==> src/design/i2cbm_pkg.sv <==
`default_nettype none
package i2cbm_pkg;

    typedef enum logic [2:0] {
        CMD_IDLE  = 3'd0,
        CMD_START = 3'd1,
        CMD_STOP  = 3'd2,
        CMD_WRITE = 3'd3,
        CMD_READ  = 3'd4,
        CMD_ACK   = 3'd5,
        CMD_NACK  = 3'd6,
        CMD_WAIT  = 3'd7
    } cmd_t;

    localparam int QUEUE_DEPTH = 2;
    localparam int QUEUE_AW    = $clog2(QUEUE_DEPTH);
    localparam int QUEUE_CW    = $clog2(QUEUE_DEPTH + 1);

    localparam logic [15:0] ACK_TIMEOUT_RESET = 16'd255;

    typedef struct packed {
        cmd_t       cmd;
        logic       new_cmd;
        logic [7:0] tx_byte;
        logic       sda_in;
    } tick_item_t;

    typedef struct packed {
        logic scl;
        logic sda;
        logic busy;
        logic done;
        logic [7:0] rx_byte;
        logic ack_seen;
    } tick_result_t;

endpackage
`default_nettype wire

==> src/design/i2cbm_front.sv <==
`default_nettype none
module i2cbm_front (
    input  wire                    aclk,
    input  wire                    aresetn,
    input  wire                    s_tvalid,
    output logic                   s_tready,
    input  wire  [2:0]             s_action,
    input  wire  [7:0]             s_tx_byte,
    input  wire                    s_sda_in,
    output logic                   q_valid,
    output i2cbm_pkg::tick_item_t  q_item,
    input  wire                    q_pop
);
    import i2cbm_pkg::*;

    tick_item_t            mem_reg [QUEUE_DEPTH];
    logic [QUEUE_AW-1:0]   wr_ptr_reg, wr_ptr_next;
    logic [QUEUE_AW-1:0]   rd_ptr_reg, rd_ptr_next;
    logic [QUEUE_CW-1:0]   count_reg, count_next;
    tick_item_t            item_in;
    logic                  push;
    logic                  pop;

    always_comb begin
        item_in.cmd     = cmd_t'(s_action);
        item_in.new_cmd = (cmd_t'(s_action) != CMD_IDLE);
        item_in.tx_byte = s_tx_byte;
        item_in.sda_in  = s_sda_in;
    end

    assign s_tready = (count_reg != QUEUE_CW'(QUEUE_DEPTH));
    assign q_valid  = (count_reg != '0);
    assign q_item   = mem_reg[rd_ptr_reg];
    assign push     = s_tvalid && s_tready;
    assign pop      = q_pop && q_valid;

    always_comb begin
        wr_ptr_next = wr_ptr_reg;
        rd_ptr_next = rd_ptr_reg;
        count_next  = count_reg;
        if (push) begin
            wr_ptr_next = (wr_ptr_reg == QUEUE_AW'(QUEUE_DEPTH - 1)) ? '0 : wr_ptr_reg + 1'b1;
        end
        if (pop) begin
            rd_ptr_next = (rd_ptr_reg == QUEUE_AW'(QUEUE_DEPTH - 1)) ? '0 : rd_ptr_reg + 1'b1;
        end
        if (push && !pop) begin
            count_next = count_reg + QUEUE_CW'(1);
        end else if (pop && !push) begin
            count_next = count_reg - QUEUE_CW'(1);
        end
    end

    always_ff @(posedge aclk) begin
        if (!aresetn) begin
            wr_ptr_reg <= '0;
            rd_ptr_reg <= '0;
            count_reg  <= '0;
        end else begin
            wr_ptr_reg <= wr_ptr_next;
            rd_ptr_reg <= rd_ptr_next;
            count_reg  <= count_next;
        end
    end

    always_ff @(posedge aclk) begin
        if (push) begin
            mem_reg[wr_ptr_reg] <= item_in;
        end
    end

endmodule
`default_nettype wire

==> src/design/i2cbm_engine.sv <==
`default_nettype none
module i2cbm_engine (
    input  wire                    aclk,
    input  wire                    aresetn,
    input  wire                    cfg_valid,
    input  wire  [15:0]            cfg_data,
    input  wire                    q_valid,
    input  i2cbm_pkg::tick_item_t  q_item,
    output logic                   q_pop,
    output logic                   m_tvalid,
    input  wire                    m_tready,
    output i2cbm_pkg::tick_result_t m_result
);
    import i2cbm_pkg::*;

    cmd_t         cmd_reg, cmd_next;
    logic [2:0]   phase_reg, phase_next;
    logic [2:0]   bit_index_reg, bit_index_next;
    logic [7:0]   shift_reg, shift_next;
    logic [15:0]  timeout_reg, timeout_next;
    logic         scl_reg, scl_next;
    logic         sda_reg, sda_next;
    logic         ack_reg, ack_next;
    logic [7:0]   rx_reg, rx_next;
    logic [15:0]  ack_timeout_reg;
    logic         out_valid_reg;
    tick_result_t out_reg, out_next;
    logic         active;
    logic         fin;

    assign q_pop    = q_valid && (!out_valid_reg || m_tready);
    assign m_tvalid = out_valid_reg;
    assign m_result = out_reg;

    always_comb begin
        cmd_next       = cmd_reg;
        phase_next     = phase_reg;
        bit_index_next = bit_index_reg;
        shift_next     = shift_reg;
        timeout_next   = timeout_reg;
        scl_next       = scl_reg;
        sda_next       = sda_reg;
        ack_next       = ack_reg;
        rx_next        = rx_reg;
        fin            = 1'b0;
        active         = 1'b0;

        if (cmd_reg == CMD_IDLE && q_item.new_cmd) begin
            cmd_next       = q_item.cmd;
            phase_next     = 3'd0;
            bit_index_next = 3'd7;
            if (q_item.cmd == CMD_WRITE) shift_next = q_item.tx_byte;
            if (q_item.cmd == CMD_READ) rx_next = 8'd0;
            if (q_item.cmd == CMD_WAIT) timeout_next = ack_timeout_reg;
        end

        if (cmd_next != CMD_IDLE) begin
            active = 1'b1;
            case (cmd_next)
                CMD_START: begin
                    if (phase_next == 3'd0) begin
                        sda_next = 1'b0;
                        phase_next = 3'd1;
                    end else begin
                        scl_next = 1'b0;
                        fin = 1'b1;
                    end
                end
                CMD_STOP: begin
                    if (phase_next == 3'd0) begin
                        scl_next = 1'b1;
                        phase_next = 3'd1;
                    end else begin
                        sda_next = 1'b1;
                        fin = 1'b1;
                    end
                end
                CMD_WRITE: begin
                    case (phase_next)
                        3'd0: begin
                            sda_next = shift_next[bit_index_next];
                            phase_next = 3'd1;
                        end
                        3'd1: begin
                            scl_next = 1'b1;
                            phase_next = 3'd2;
                        end
                        3'd2: phase_next = 3'd3;
                        default: begin
                            scl_next = 1'b0;
                            if (bit_index_next == 3'd0) begin
                                fin = 1'b1;
                            end else begin
                                bit_index_next = bit_index_next - 3'd1;
                                phase_next = 3'd0;
                            end
                        end
                    endcase
                end
                CMD_READ: begin
                    sda_next = 1'b1;
                    case (phase_next)
                        3'd0: begin
                            scl_next = 1'b0;
                            phase_next = 3'd1;
                        end
                        3'd1: begin
                            scl_next = 1'b1;
                            phase_next = 3'd2;
                        end
                        3'd2: begin
                            if (q_item.sda_in) rx_next[bit_index_next] = 1'b1;
                            phase_next = 3'd3;
                        end
                        default: begin
                            scl_next = 1'b0;
                            if (bit_index_next == 3'd0) begin
                                fin = 1'b1;
                            end else begin
                                bit_index_next = bit_index_next - 3'd1;
                                phase_next = 3'd0;
                            end
                        end
                    endcase
                end
                CMD_ACK: begin
                    case (phase_next)
                        3'd0: begin
                            sda_next = 1'b1;
                            phase_next = 3'd1;
                        end
                        3'd1: begin
                            scl_next = 1'b1;
                            phase_next = 3'd2;
                        end
                        default: begin
                            scl_next = 1'b0;
                            sda_next = 1'b1;
                            fin = 1'b1;
                        end
                    endcase
                end
                CMD_NACK: begin
                    case (phase_next)
                        3'd0: begin
                            sda_next = 1'b1;
                            phase_next = 3'd1;
                        end
                        3'd1: begin
                            scl_next = 1'b1;
                            phase_next = 3'd2;
                        end
                        3'd2: phase_next = 3'd3;
                        3'd3: begin
                            scl_next = 1'b0;
                            phase_next = 3'd4;
                        end
                        default: begin
                            sda_next = 1'b0;
                            fin = 1'b1;
                        end
                    endcase
                end
                CMD_WAIT: begin
                    case (phase_next)
                        3'd0, 3'd1: begin
                            sda_next = 1'b1;
                            phase_next = phase_next + 3'd1;
                        end
                        3'd2: begin
                            scl_next = 1'b1;
                            if (!q_item.sda_in) begin
                                ack_next = 1'b1;
                                phase_next = 3'd3;
                            end else if (timeout_next == 16'd0) begin
                                ack_next = 1'b0;
                                phase_next = 3'd3;
                            end else begin
                                timeout_next = timeout_next - 16'd1;
                            end
                        end
                        3'd3: begin
                            scl_next = 1'b0;
                            phase_next = 3'd4;
                        end
                        3'd4: begin
                            sda_next = 1'b1;
                            phase_next = 3'd5;
                        end
                        default: begin
                            sda_next = 1'b0;
                            fin = 1'b1;
                        end
                    endcase
                end
                default: ;
            endcase
            if (fin) begin
                cmd_next       = CMD_IDLE;
                phase_next     = 3'd0;
                bit_index_next = 3'd7;
            end
        end

        out_next.scl      = scl_next;
        out_next.sda      = sda_next;
        out_next.busy     = active && !fin;
        out_next.done     = fin;
        out_next.rx_byte  = rx_next;
        out_next.ack_seen = ack_next;
    end

    always_ff @(posedge aclk) begin
        if (!aresetn) begin
            cmd_reg         <= CMD_IDLE;
            phase_reg       <= 3'd0;
            bit_index_reg   <= 3'd7;
            shift_reg       <= 8'd0;
            timeout_reg     <= 16'd0;
            scl_reg         <= 1'b1;
            sda_reg         <= 1'b1;
            ack_reg         <= 1'b0;
            rx_reg          <= 8'd0;
            ack_timeout_reg <= ACK_TIMEOUT_RESET;
            out_valid_reg   <= 1'b0;
        end else begin
            if (cfg_valid) begin
                ack_timeout_reg <= cfg_data;
            end
            if (q_pop) begin
                cmd_reg       <= cmd_next;
                phase_reg     <= phase_next;
                bit_index_reg <= bit_index_next;
                shift_reg     <= shift_next;
                timeout_reg   <= timeout_next;
                scl_reg       <= scl_next;
                sda_reg       <= sda_next;
                ack_reg       <= ack_next;
                rx_reg        <= rx_next;
                out_reg       <= out_next;
                out_valid_reg <= 1'b1;
            end else if (m_tready) begin
                out_valid_reg <= 1'b0;
            end
        end
    end

endmodule
`default_nettype wire

==> src/design/i2c_bit_level_master_unit.sv <==
// Bit-level I2C master: one request is one bus delay tick and yields one result.
// One request per cycle unless m_tready stalls; the tick engine updates all line state at once.
// m_tvalid rises once an accepted request has been written into the two-entry queue and then
// computed into the result register, which happens only while the output slot is free.
// Reset (aresetn low, synchronous) idles the engine with both lines released, empties the
// queue, drops m_tvalid and restores the ack timeout to 255.
`default_nettype none
module i2c_bit_level_master_unit (
    input  wire         aclk,
    input  wire         aresetn,
    input  wire         cfg_valid,
    output logic        cfg_ready,
    input  wire  [15:0] cfg_data,   // ack_timeout
    input  wire         s_tvalid,
    output logic        s_tready,
    input  wire  [15:0] s_tdata,    // tx_byte[7:0], sda_in[8], zero fill
    input  wire  [2:0]  s_tuser,    // action[2:0]
    output logic        m_tvalid,
    input  wire         m_tready,
    output logic [15:0] m_tdata     // scl_out, sda_out, busy_res, done_res, rx_byte, ack_seen
);
    import i2cbm_pkg::*;

    logic         q_valid;
    logic         q_pop;
    tick_item_t   q_item;
    tick_result_t result;

    assign cfg_ready = 1'b1;

    i2cbm_front u_front (
        .aclk      (aclk),
        .aresetn   (aresetn),
        .s_tvalid  (s_tvalid),
        .s_tready  (s_tready),
        .s_action  (s_tuser),
        .s_tx_byte (s_tdata[7:0]),
        .s_sda_in  (s_tdata[8]),
        .q_valid   (q_valid),
        .q_item    (q_item),
        .q_pop     (q_pop)
    );

    i2cbm_engine u_engine (
        .aclk      (aclk),
        .aresetn   (aresetn),
        .cfg_valid (cfg_valid),
        .cfg_data  (cfg_data),
        .q_valid   (q_valid),
        .q_item    (q_item),
        .q_pop     (q_pop),
        .m_tvalid  (m_tvalid),
        .m_tready  (m_tready),
        .m_result  (result)
    );

    assign m_tdata = {3'b000, result.ack_seen, result.rx_byte,
                      result.done, result.busy, result.sda, result.scl};

    a_busy_done_excl: assert property (@(posedge aclk) disable iff (!aresetn)
        m_tvalid |-> !(m_tdata[2] && m_tdata[3]))
        else $error("busy and done reported together");

    a_enqueue_visible: assert property (@(posedge aclk) disable iff (!aresetn)
        (s_tvalid && s_tready && !q_valid) |=> q_valid)
        else $error("accepted request not visible in queue");

    a_pop_needs_slot: assert property (@(posedge aclk) disable iff (!aresetn)
        q_pop |-> (q_valid && (!m_tvalid || m_tready)))
        else $error("engine consumed a request without an output slot");

    a_stall_holds: assert property (@(posedge aclk) disable iff (!aresetn)
        (m_tvalid && !m_tready) |=> (m_tvalid && $stable(m_tdata)))
        else $error("stalled result changed");

endmodule
`default_nettype wire
==> config.mk <==
export PLATFORM = sky130hd
export DESIGN_NAME = i2c_bit_level_master_unit
export DESIGN_NICKNAME = d
export VERILOG_FILES = /design/src/design/i2cbm_pkg.sv /design/src/design/i2cbm_front.sv /design/src/design/i2cbm_engine.sv /design/src/design/i2c_bit_level_master_unit.sv
export SDC_FILE = /design/constraint.sdc
export NUM_CORES = 1
export LEC_CHECK = 0
export BUFFER_PORTS_ARGS = -buffer_cell sky130_fd_sc_hd__buf_2
export CORE_MARGIN = 5
export CORE_UTILIZATION = 50
export DETAILED_ROUTE_END_ITERATION = 10
export HOLD_SLACK_MARGIN = 0.02
export MAX_ROUTING_LAYER = met4
export PLACE_DENSITY = 0.66
export SLEW_MARGIN = 20
export SYNTH_ARGS = -nofsm -noshare
export SYNTH_HDL_FRONTEND = slang
export SYNTH_SLANG_ARGS = --single-unit
==> constraint.sdc <==
create_clock -name aclk -period 4 [get_ports aclk]
set_input_delay 0.8 -clock aclk [delete_from_list [all_inputs] [get_ports aclk]]
set_output_delay 0.8 -clock aclk [all_outputs]
set_load 0.005 [all_outputs]
After elaboration in Yosys (flattened, before gate mapping). Memory sizes are Yosys's and may differ from the RTL's. A register that Yosys moved wholly into a read port is not among the register bits. Index checks and enable logic that the tools add are counted.

Register bits after elaboration: 78. Bits in writable memories: 26. Bits of input ports: 40. Output and inout port bits: 19. Memories: 1.

$add $sub $neg: 7. Magnitude comparators: 2. Equality and inequality tests: 15. Mux-type cells: 82. Bitwise logic cells: 1. Reduce and logical (&&, ||, !) cells: 33.

Memories: u_front.mem_reg (words 2, bits a word 13, read ports 1, clocked after memory_dff 1, wr ports 1, RTL line i2cbm_front.sv:16) `tick_item_t mem_reg [QUEUE_DEPTH];`.

Operators by type and width (count): $mux 16 (7); $mux 8 (8); $mux 3 (16); $mux 1 (32); $pmux 3 s4 (2); $eq 3x3->1 const B (7); $logic_not 16->1 (1); $sub 16x1->16 const B (1); $eq 3x2->1 const B (5); $pmux 3 s5 (1); $pmux 1 s2 (7); $pmux 1 s7 (2); $reduce_or 2->1 (5); $logic_not 3->1 (3); $pmux 3 s3 (1); $reduce_or 3->1 (3); $logic_and 1x1->1 (8); $or 8x8->8 (1); $eq 3x1->1 const B (2); $pmux 3 s2 (1); $reduce_bool 2->1 (3); $reduce_bool 3->1 (2); $pmux 1 s5 (1); $reduce_or 5->1 (1); 15 further kinds (20).

Depth between registers and ports, before layout. Gate-level depths: netlist of the first run.

Depth after elaboration: 12. Gate-level depth with buffers: 16. Gate-level depth less buffers: 13.

Hierarchy. From an unflattened synthesis of the first run, not the netlist that was laid out.

Cell total of the unflattened synthesis: 655. Area, all modules: 6087.1 µm².

By module, submodules not included: i2cbm_engine (instances 1, cells an instance 584, area an instance 4868.4 µm², seq. area each 1611.5 µm²); i2cbm_front (instances 1, cells an instance 65, area an instance 1181.1 µm², seq. area each 880.8 µm²); i2c_bit_level_master_unit (instances 1, cells an instance 6, area an instance 37.5 µm², seq. area each 0.0 µm²).

Worst setup path after synthesis of the first run. Ideal clock, no wire load.

Path kind: reg2reg. Start: register with a tool-made name. End: register u_engine.timeout_reg[9]. Library setup time: 0.060 ns. Arrival: 3.599 ns. Required time: 3.940 ns. Slack: 0.340 ns. Cell stages (with the launch flop): 16. Path buffers: 3. Clock period less this slack: 3.660 ns. Path through: dfxtp_1 buf_6 mux2_4 o211a_4 nand2_4 buf_4 buf_1 mux2i_1 ha_1 nor4b_1 nand4_1 nor2b_1 mux2i_4 nor2b_1 a2111oi_0 a311o_1.

RTL lines: end signal, assigned (RTL line i2cbm_engine.sv:235) `timeout_reg <= timeout_next;`; end, declared (RTL line i2cbm_engine.sv:20) `logic [15:0] timeout_reg, timeout_next;`.

==> results.txt, run 1 <==
status = complete, no violations
syn_area_per_cell = 9.29 sq um
wire length reported by the detailed router = 16500 um
HPWL reported at the end of detailed placement = 11800 um
Layout Cells excl Fill = 885
dpl cells = 869
via count of the first global-routing pass = 5266
number of buffers inserted by post-CTS setup repair = 0
num ports = 59
hold slack = 0.462 ns
placer congestion estimate = 0.913
DR vias/cell = 6.24
register bit total from synthesis = 105
number of buffers on the longest clock path = 2
share of power burned in combinational logic = 47.0%
Row Count = 40
worst hold path type = reg -> reg
total of max-cap violations = 0
die area = 14800 sq um
pin count of the biggest net entering global routing = 33
post-cts hold buffer count = 0
proportion of total power due to net switching = 43.5%
critical path type = reg -> reg
CP Capture Type = register
worst clock skew = 0.0141 ns
setup total negative slack = 0 ns
global-route wire length before repair = 26700 um
htree depth = 3
post-route antenna net violation count = 0
internal power = 2530 uW
net count reported at finish = 763
highest attainable clock frequency = 0.269 GHz
layout overhead on the synthesized area = 11.5%
overall die height = 122 um
top fanout value on the critical path = 8
first drt pass iteration count = 5
post-synthesis async set-or-reset flop share = 0%
GR Overflow Total = 0
Arr. time, crit path = 3.98 ns
Antenna Diode Count = 0
total core area = 12100 sq um
Yosys warnings = 0
sequential cell fraction of total power = 33.3%
Slew headroom = 40.9%
Final Total Pwr = 4480 uW
Clock Power Share = 19.8%
sequential share of the synthesized area = 39.9%
WL/cell = 18.6 um
setup repair after global routing missed its margin = false
max FFs per register = 26
count of final setup violators = 0
Startpoint Class = register
post-synthesis cell count = 672
global routing usage summed across all routing layers = 23.3%
iteration-0 DRC count of the detailed router = 473
ratio of cells with drive above 1 in the final layout = 18.8%
power density of the placed cells = 644 nW/um^2
slew at the pin closest to its max-slew limit = 0.883 ns
pins over their slew limit = 0
post-CTS resize count = 0
number of sinks on the clock net = 105
CTS tree = yes
Synth cell types = 92
initial core utilization = 51.5%
via count = 5523
final period utilization = 92.9%
Leak = 0.00258 uW
chip width = 122 um
Hold Violations, Final = 0
total clock buffers created by CTS = 9
VDD IR max = 551 uV
EDFF count, synth = 39
Netlist Area Pre-Place = 6240 sq um
Switch Pwr = 1950 uW
post-layout min period = 3.72 ns
initial antenna violation count = 0
clock slew at reported path FFs = 0.08 ns
# DRC = 0
number of buffer cells added on primary ports = 47
top flip-flop cell by instance count after synthesis = sky130_fd_sc_hd__dfxtp_1
CTS root buffer = sky130_fd_sc_hd__clkbuf_16
Worst-Skew Late Latency = 0.37 ns
required time reported for the critical path endpoint = 4.26 ns
-- cells in the mapped netlist (all sizes together), types with 5 or more instances --
master / n / area share (%)
nand2: 62 / 3.9
nor4b: 5 / 0.94
o211ai: 10 / 1.3
nand3: 16 / 1.4
a211oi: 17 / 2.2
buf: 25 / 2.7
a31oi: 14 / 1.7
nor3: 29 / 2.6
dfxtp: 66 / 21
mux2i: 44 / 7.3
nor2b: 5 / 0.50
ha: 11 / 2.2
nor2: 76 / 4.6
and3: 8 / 0.80
nand4: 5 / 0.50
o31a: 6 / 0.84
o31ai: 5 / 0.68
o21ai: 31 / 2.6
o22ai: 5 / 0.50
a21oi: 29 / 2.4
a2111oi: 5 / 1.4
edfxtp: 39 / 19
mux2: 6 / 1.3
nor4: 15 / 1.9
or3: 10 / 1.0
a22o: 6 / 0.84
a31o: 7 / 0.98
inv: 15 / 0.90
clkbuf: 24 / 1.4
-- cells by family (layout without fill, tap and decap cells) --
group | after synthesis | after routing | share of synthesized area [%]
muxes | 50 | 50 | 8.52
adders and majority gates | 11 | 11 | 2.20
and+or+nand+nor | 249 | 249 | 20.2
buffers and inverters | 64 | 107 | 5.01
other | 2 | 4 | 0.120
AOI/OAI and AO/OA | 186 | 186 | 23.4
DFF | 105 | 105 | 39.9
xor gates and xnor gates | 5 | 5 | 0.702
-- worst max-delay path, stage by stage (launching register included) --
cell,delay [ns]
sky130_fd_sc_hd__dfxtp_1,0.54
sky130_fd_sc_hd__and3b_1,0.27
sky130_fd_sc_hd__o211a_4,0.28
sky130_fd_sc_hd__nand2_4,0.09
sky130_fd_sc_hd__mux2i_1,0.36
sky130_fd_sc_hd__ha_1,0.27
sky130_fd_sc_hd__nor4b_1,0.34
sky130_fd_sc_hd__nand4_1,0.26
sky130_fd_sc_hd__nor2b_1,0.25
sky130_fd_sc_hd__mux2i_4,0.17
sky130_fd_sc_hd__buf_4,0.22
sky130_fd_sc_hd__and3b_1,0.22
sky130_fd_sc_hd__mux2i_1,0.13
sky130_fd_sc_hd__a31o_2,0.22
-- power by group through the flow --
stage,Sequential [uW],Clock [uW],Combinational (uW)
2_1_floorplan,1430,0,1580
3_3_place_gp,1500,0,2040
3_5_place_dp,1510,0,2070
4_1_cts,1490,909,2080
5_1_grt,1510,955,2280
6_report,1490,888,2110
-- through the flow --
stage | utilization, % | setup WS, ns | cell area [sq um]
floorplan | - | 0.340 | 6250
global placement | 55.0 | 0.421 | 6660
detailed placement | 55.0 | 0.337 | 6660
CTS | 57.4 | 0.292 | 6950
global route | 57.5 | 0.0371 | 6960
finish | 57.5 | 0.284 | 6960
-- cell usage in the layout (no fill, tap or decap), types with 6 or more instances in the layout --
master	instances
sky130_fd_sc_hd__dfxtp_1	66
sky130_fd_sc_hd__a211oi_1	16
sky130_fd_sc_hd__or3_1	10
sky130_fd_sc_hd__nor2_1	73
sky130_fd_sc_hd__buf_4	29
sky130_fd_sc_hd__nor4_1	12
sky130_fd_sc_hd__o211ai_1	9
sky130_fd_sc_hd__a22o_1	6
sky130_fd_sc_hd__buf_2	47
sky130_fd_sc_hd__a21oi_1	27
sky130_fd_sc_hd__edfxtp_1	39
sky130_fd_sc_hd__mux2i_1	43
sky130_fd_sc_hd__nand3_1	15
sky130_fd_sc_hd__o31a_1	6
sky130_fd_sc_hd__and3_1	8
sky130_fd_sc_hd__clkbuf_16	9
sky130_fd_sc_hd__inv_1	14
sky130_fd_sc_hd__nor3_1	26
sky130_fd_sc_hd__ha_1	11
sky130_fd_sc_hd__a31oi_1	12
sky130_fd_sc_hd__o21ai_0	24
sky130_fd_sc_hd__nand2_1	60
-- cell type report --
cell class / count / area, sq um
multi-input cells: 505 / 3450
clock buffers: 9 / 225
well taps: 168 / 210
clock inverters: 7 / 70.1
flip-flops and latches: 105 / 2490
fillers: 1134 / 5150
repair buffers: 76 / 453
inverters: 15 / 56.3
-- final timing paths --
kind,startpoint,to,slack (ns),depth (start not counted)
setup / recovery,register,u_engine.timeout_reg[7]$_SDFFE_PN0P_,0.28,13
hold reg to reg,u_engine.rx_reg[2]$_SDFFE_PN0P_,u_engine.rx_reg[2]$_SDFFE_PN0P_,0.46,2
hold / removal,u_engine.rx_reg[2]$_SDFFE_PN0P_,u_engine.rx_reg[2]$_SDFFE_PN0P_,0.46,2
setup reg to reg,register,u_engine.timeout_reg[7]$_SDFFE_PN0P_,0.28,13
-- metal layers --
layer / share of wire, % / wire (um) / global-route usage [%] / vias to the layer above
met5: 0 / 0 / - / -
met4: 1.7 / 284 / 7.70 / 0
met3: 6.1 / 1010 / 4.83 / 32
met2: 48 / 7980 / 37.8 / 202
met1: 44 / 7190 / 29.0 / 2670
li1: - / - / - / 2619
Power figures use the tool's default switching activity.
==> run 2, diff against run 1 <==
--- a/config.mk
+++ b/config.mk
@@ -7,5 +7,5 @@
 export LEC_CHECK = 0
 export BUFFER_PORTS_ARGS = -buffer_cell sky130_fd_sc_hd__buf_2
-export CORE_MARGIN = 5
+export CORE_MARGIN = 2
 export CORE_UTILIZATION = 50
 export DETAILED_ROUTE_END_ITERATION = 10
@@ -13,4 +13,5 @@
 export MAX_ROUTING_LAYER = met4
 export PLACE_DENSITY = 0.66
+export REMOVE_ABC_BUFFERS = 1
 export SLEW_MARGIN = 20
 export SYNTH_ARGS = -nofsm -noshare
==> constraint.sdc (replaced) <==
create_clock -name aclk -period 4 [get_ports aclk]
set_input_delay 0.8 -clock aclk [delete_from_list [all_inputs] [get_ports aclk]]
set_output_delay 0.8 -clock aclk [all_outputs]
set_load 0.1 [all_outputs]
==> results.txt, run 2 (synthesis results as in run 1) <==
status = complete, no violations
via count of the first global-routing pass = 4985 (-5.3%)
WL/cell = 18.4 um (-0.86%)
DR vias/cell = 6.18 (-0.92%)
number of buffers on the longest clock path = 2 (unchanged)
cell area after placement = 6570 sq um (-1.4%)
initial antenna violation count = 0 (unchanged)
number of buffers inserted by post-CTS setup repair = 0 (unchanged)
Arr. time, crit path = 4.03 ns (+0.05 ns)
num ports = 59 (unchanged)
highest attainable clock frequency = 0.265 GHz (-1.5%)
total of max-cap violations = 0 (unchanged)
die area = 13400 sq um (-9.6%)
buffer and inverter count on the worst path = 1 (unchanged)
overall die height = 116 um (-4.9%)
slew at the pin closest to its max-slew limit = 0.891 ns (+0.00774 ns)
CP Capture Type = register
net count reported at finish = 751 (-1.6%)
Antenna Diode Count = 0 (unchanged)
post-CTS resize count = 0 (unchanged)
hold slack = 0.458 ns (-0.00392 ns)
ratio of cells with drive above 1 in the final layout = 17.6% (-1.2 points)
htree depth = 3 (unchanged)
number of buffer cells added on primary ports = 47 (unchanged)
Slew headroom = 40.4% (-0.52 points)
iteration-0 DRC count of the detailed router = 480 (+1.5%)
critical path type = reg -> reg
top fanout value on the critical path = 9 (+1)
first drt pass iteration count = 7 (+2)
largest stage delay on the critical path = 0.58 ns (+0.04 ns)
CTS root buffer = sky130_fd_sc_hd__clkbuf_16
total core area = 12100 sq um (unchanged)
commonest cells after routing, fill and taps aside = 73 x sky130_fd_sc_hd__nor2_1, 66 x sky130_fd_sc_hd__dfxtp_1, 60 x sky130_fd_sc_hd__nand2_1, 47 x sky130_fd_sc_hd__buf_2, 43 x sky130_fd_sc_hd__mux2i_1
VDD IR max = 572 uV (+3.9%)
initial core utilization = 51.5% (unchanged)
final period utilization = 94.3% (+1.4 points)
max FFs per register = 26 (unchanged)
Row Count = 40 (unchanged)
worst hold path type = reg -> reg
post-route antenna net violation count = 0 (unchanged)
Hold Violations, Final = 0 (unchanged)
post-cts hold buffer count = 0 (unchanged)
final core utilization = 56.9% (-0.58 points)
layout overhead on the synthesized area = 10.4%
post-layout min period = 3.77 ns (+0.0564 ns)
Startpoint Class = register
clock slew at reported path FFs = 0.08 ns (about the same)
Critical Path, Cell by Cell = and3b_1, o211a_4, nand2_4, mux2i_1, ha_1, nor4b_1, nand4_1, nor2b_1, mux2i_4, buf_4, and3b_1, mux2i_1, a31o_2
CTS tree = yes
total clock buffers created by CTS = 9 (unchanged)
count of final setup violators = 0 (unchanged)
chip width = 116 um (-4.9%)
setup repair after global routing missed its margin = false
global routing usage summed across all routing layers = 25.4% (+2.2 points)
Worst-Skew Late Latency = 0.36 ns (about the same)
global-route wire length before repair = 25800 um (-3.2%)
Filler Cell Count = 1103 (-2.7%)
Leak = 0.00254 uW (-1.9%)
GR Overflow Total = 0 (unchanged)
final instance area = 6890 sq um (-1.0%)
pins over their slew limit = 0 (unchanged)
placer congestion estimate = 0.967 (+5.9%)
HPWL reported at the end of detailed placement = 11400 um (-3.3%)
via count = 5398 (-2.3%)
setup total negative slack = 0 ns (unchanged)
# DRC = 0 (unchanged)
power density of the placed cells = 694 nW/um^2 (+7.8%)
number of sinks on the clock net = 105 (unchanged)
wire length reported by the detailed router = 16100 um (-2.2%)
pin count of the biggest net entering global routing = 33 (unchanged)
CP top delay family = simple AND/OR/NAND/NOR gates
required time reported for the critical path endpoint = 4.26 ns (about the same)
CP max-delay cell = sky130_fd_sc_hd__dfxtp_1
worst clock skew = 0.00845 ns (-0.00566 ns)
leading cell type in the layout, fill and taps excluded = sky130_fd_sc_hd__nor2_1
-- run 2: changes by cell type in the layout (fill, tap and decap cells not counted), sizes merged --
cell / delta
clkinvlp: -1
buf: -12
clkbuf: +1
-- run 2: worst reg2reg max path: stages (launching register included) --
cell	delay, ns
sky130_fd_sc_hd__dfxtp_1	0.58
sky130_fd_sc_hd__and3b_1	0.29
sky130_fd_sc_hd__o211a_4	0.28
sky130_fd_sc_hd__nand2_4	0.10
sky130_fd_sc_hd__mux2i_1	0.33
sky130_fd_sc_hd__ha_1	0.24
sky130_fd_sc_hd__nor4b_1	0.37
sky130_fd_sc_hd__nand4_1	0.28
sky130_fd_sc_hd__nor2b_1	0.25
sky130_fd_sc_hd__mux2i_4	0.16
sky130_fd_sc_hd__buf_4	0.21
sky130_fd_sc_hd__and3b_1	0.23
sky130_fd_sc_hd__mux2i_1	0.13
sky130_fd_sc_hd__a31o_2	0.21
-- run 2: stage by stage --
stage / setup slack, ns / std cells / power [uW]
floorplan: 0.0833 / 625 / 3200
global placement: 0.382 / 857 / 3800
detailed placement: 0.289 / 857 / 3850
CTS: 0.245 / 873 / 4780
global route: 0.000579 / 873 / 5060
finish: 0.227 / 873 / 4790
-- run 2: where the power goes --
| part | total, uW | internal [uW] | switching, uW |
|---|---|---|---|
| Clock | 928 | 481 | 447 |
| Sequential | 1490 | 1330 | 165 |
| Combinational | 2370 | 737 | 1630 |
| Total | 4790 | 2540 | 2240 |
-- run 2: metal layers --
metal	vias to the layer above	share of wire, %	wire (um)	track usage, %
met5	-	0	0	-
met4	0	3.0	480	10.3
met3	32	6.4	1040	4.92
met2	200	46	7380	38.6
met1	2580	45	7210	33.6
li1	2586	-	-	-
-- run 2: cell type report --
type                    instances  area [sq um]  area share [%]
multi-input cells             505          3450            50.1
well taps                     168           210            3.05
flip-flops and latches        105          2490            36.2
clock inverters                 6          65.1           0.944
clock buffers                  10           250            3.63
repair buffers                 64           363            5.27
inverters                      15          56.3           0.817
-- run 2: worst paths after layout --
check                             startpoint                                   end  slack [ns]  cells past startpoint
min reg2reg  u_engine.rx_reg[2]$_SDFFE_PN0P_       u_engine.rx_reg[2]$_SDFFE_PN0P_        0.46                      2
max                                 register  u_engine.timeout_reg[7]$_SDFFE_PN0P_        0.23                     13
min          u_engine.rx_reg[2]$_SDFFE_PN0P_       u_engine.rx_reg[2]$_SDFFE_PN0P_        0.46                      2
max reg2reg                         register  u_engine.timeout_reg[7]$_SDFFE_PN0P_        0.23                     13
==> run 3, diff against run 2 <==
- ABC_AREA: unset -> 1
- SKIP_CTS_REPAIR_TIMING: unset -> 1
==> results.txt, run 3 <==
pin count of the biggest net entering global routing = 66 (+100%)
overall die height = 112 um (-3.6%)
highest attainable clock frequency = 0.298 GHz (+12%)
htree depth = 3 (unchanged)
critical path type = reg -> reg
placer congestion estimate = 0.942 (-2.6%)
top cells by area, synth = sky130_fd_sc_hd__dfxtp_1 23%, sky130_fd_sc_hd__edfxtp_1 20%, sky130_fd_sc_hd__nand2_1 11%
Startpoint Class = register
Yosys warnings = 0 (unchanged)
DR vias/cell = 5.31 (-14%)
Arr. time, crit path = 3.61 ns (-0.42 ns)
VDD IR max = 691 uV (+21%)
termination of the worst setup path = u_engine.phase_reg[2]$_SDFFE_PN0P_
Slew headroom = 33.5% (-6.9 points)
post-route antenna net violation count = 0 (unchanged)
pins over their slew limit = 0 (unchanged)
Filler Cell Count = 1095 (-0.73%)
global-route wire length before repair = 22300 um (-14%)
cell count of the worst reg-to-reg path = 16 (+3)
num ports = 59 (unchanged)
power density of the placed cells = 919 nW/um^2 (+32%)
via count of the first global-routing pass = 4585 (-8.0%)
first drt pass iteration count = 5 (-2)
wire length reported by the detailed router = 13300 um (-17%)
commonest cells after routing, fill and taps aside = 168 x sky130_fd_sc_hd__nand2_1, 95 x sky130_fd_sc_hd__inv_1, 91 x sky130_fd_sc_hd__nor2_1, 66 x sky130_fd_sc_hd__dfxtp_1, 56 x sky130_fd_sc_hd__o21ai_0
Synth cell types = 44 (-52%)
global routing usage summed across all routing layers = 23.0% (-2.5 points)
WL/cell = 14.0 um (-24%)
number of sinks on the clock net = 105 (unchanged)
register bit total from synthesis = 105 (unchanged)
area taken by flip-flops and latches = 2490 sq um (unchanged)
HPWL reported at the end of detailed placement = 9670 um (-16%)
CTS root buffer = sky130_fd_sc_hd__clkbuf_16
number of buffers on the longest clock path = 2 (unchanged)
top flip-flop cell by instance count after synthesis = sky130_fd_sc_hd__dfxtp_1
Leak = 0.00296 uW (+17%)
layout overhead on the synthesized area = 10.1%
initial core utilization = 50.8% (-0.70 points)
status = complete, no violations
GR Overflow Total = 0 (unchanged)
die area = 12400 sq um (-7.2%)
ratio of cells with drive above 1 in the final layout = 14.4% (-3.1 points)
biggest area consumer among synthesized cells = sky130_fd_sc_hd__dfxtp_1
Worst-Skew Late Latency = 0.36 ns (about the same)
most frequently used cell type in the post-synthesis netlist = sky130_fd_sc_hd__nand2_1
required time reported for the critical path endpoint = 4.25 ns (about the same)
CTS tree = yes
setup repair after global routing missed its margin = false
count of final setup violators = 0 (unchanged)
final period utilization = 84.0% (-10 points)
sequential share of the synthesized area = 43.1% (+3.2 points)
total core area = 11400 sq um (-6.1%)
number of buffer cells added on primary ports = 47 (unchanged)
Antenna Diode Count = 0 (unchanged)
Layout Cells excl Fill = 953 (+9.2%)
leading cell type in the layout, fill and taps excluded = sky130_fd_sc_hd__nand2_1
area taken by multi-input logic gates = 2750 sq um (-20%)
flop2flop setup slack = 0.64 ns (+0.41 ns)
total clock buffers created by CTS = 9 (unchanged)
top cell type's share of synthesized area = 22.9% (+1.7 points)
# DRC = 0 (unchanged)
worst hold path type = reg -> reg
max FFs per register = 26 (unchanged)
hold slack = 0.461 ns (+0.00278 ns)
worst clock skew = 0.0101 ns (+0.00169 ns)
Netlist Area Pre-Place = 5780 sq um (-7.4%)
clock slew at reported path FFs = 0.07 ns (about the same)
dpl cells = 937 (+9.3%)
post-synthesis async set-or-reset flop share = 0% (unchanged)
post-synthesis cell count = 772 (+15%)
slew at the pin closest to its max-slew limit = 0.994 ns (+0.103 ns)
CP Capture Type = register
top cells by count, synth = 168 x sky130_fd_sc_hd__nand2_1, 95 x sky130_fd_sc_hd__inv_1, 92 x sky130_fd_sc_hd__nor2_1
net count reported at finish = 856 (+14%)
syn_area_per_cell = 7.49 sq um (-19%)
top fanout value on the critical path = 27 (+18)
iteration-0 DRC count of the detailed router = 451 (-6.0%)
Row Count = 39 (-2.5%)
EDFF count, synth = 39 (unchanged)
post-layout min period = 3.36 ns (-0.412 ns)
reg2reg end = u_engine.phase_reg[2]$_SDFFE_PN0P_
total of max-cap violations = 0 (unchanged)
via count = 5056 (-6.3%)
initial antenna violation count = 0 (unchanged)
chip width = 112 um (-3.6%)
Hold Violations, Final = 0 (unchanged)
[run 3: cell types whose count changed after synthesis, sizes merged, moves of 11 or more]
cell,before,now
nand3,16,52
nor3,29,11
nor2,76,105
nand4,5,20
o21ai,31,66
a211oi,17,0
inv,15,101
nand2,62,184
mux2i,44,1
nor4,15,4
[run 3: per-layer routing]
metal / vias to the layer above / share of wire [%] / global-route usage, %
met1: 2307 / 47 / 30.6
met2: 139 / 46 / 35.7
met4: 0 / 1.7 / 7.33
li1: 2596 / - / -
met5: - / 0 / -
met3: 14 / 5.3 / 4.30
[run 3: cell type report]
cell class | instances | area share (%)
clock buffers | 11 | 3.66
flip-flops and latches | 105 | 39.2
well taps | 143 | 2.81
clock inverters | 5 | 0.767
inverters | 101 | 5.96
multi-input cells | 535 | 43.2
repair buffers | 53 | 4.41
[run 3: logic make-up after synthesis]
logic type | count (synthesis) | share of synthesized area (%)
and+or+nand+nor | 381 | 30.6
buffers and inverters | 134 | 9.68
AOI/OAI and AO/OA | 132 | 13.0
DFF | 105 | 43.1
adders and majority gates | 11 | 2.38
xor gates and xnor gates | 6 | 0.909
other | 2 | 0.130
muxes | 1 | 0.173
[run 3: power breakdown]
part           leakage (uW)  internal [uW]  switching, uW  total, uW
clock              0.000138            436            412        848
sequential         0.000909           1440            133       1570
combinational       0.00191            924           2510       3430
total               0.00296           2800           3050       5850
[run 3: critical path: stages (launching register included)]
cell,delay (ns)
sky130_fd_sc_hd__dfxtp_1,0.61
sky130_fd_sc_hd__nand2_1,0.17
sky130_fd_sc_hd__nand2_4,0.14
sky130_fd_sc_hd__nor2_8,0.09
sky130_fd_sc_hd__nor2_1,0.30
sky130_fd_sc_hd__inv_1,0.20
sky130_fd_sc_hd__ha_1,0.29
sky130_fd_sc_hd__nand2_2,0.20
sky130_fd_sc_hd__nand2_1,0.14
sky130_fd_sc_hd__nor2_1,0.27
sky130_fd_sc_hd__inv_1,0.10
sky130_fd_sc_hd__nor2_1,0.23
sky130_fd_sc_hd__nor3_2,0.07
sky130_fd_sc_hd__nand3_2,0.17
sky130_fd_sc_hd__nor2_4,0.09
sky130_fd_sc_hd__o21ai_1,0.09
sky130_fd_sc_hd__a21oi_1,0.08
[run 3: worst min path at each step]
stage,from,to,slack (ns),depth (start not counted)
after global routing,u_front.rd_ptr_reg$_SDFFE_PN0P_,u_front.rd_ptr_reg$_SDFFE_PN0P_,0.49,1
after CTS,u_front.rd_ptr_reg$_SDFFE_PN0P_,register,0.46,1
after detailed placement,u_engine.ack_timeout_reg[7]$_SDFFE_PN1P_,u_engine.ack_timeout_reg[7]$_SDFFE_PN1P_,0.45,2
final,u_front.rd_ptr_reg$_SDFFE_PN0P_,u_front.rd_ptr_reg$_SDFFE_PN0P_,0.46,1
after global placement,u_front.rd_ptr_reg$_SDFFE_PN0P_,u_front.rd_ptr_reg$_SDFFE_PN0P_,0.44,1
after floorplan,u_front.rd_ptr_reg$_SDFFE_PN0P_,register,0.43,1
[run 3: metrics by stage]
step	util [%]	power [uW]	instance area (sq um)	setup TNS, ns	setup slack (ns)
final	56.0	5850	6360	0	0.639
after CTS	55.9	5860	6360	0	0.649
after global placement	53.5	4940	6080	0	0.690
after global routing	56.0	6370	6360	0	0.240
after floorplan	-	4230	5610	-34.22	-1.40
after detailed placement	53.5	4990	6080	0	0.660
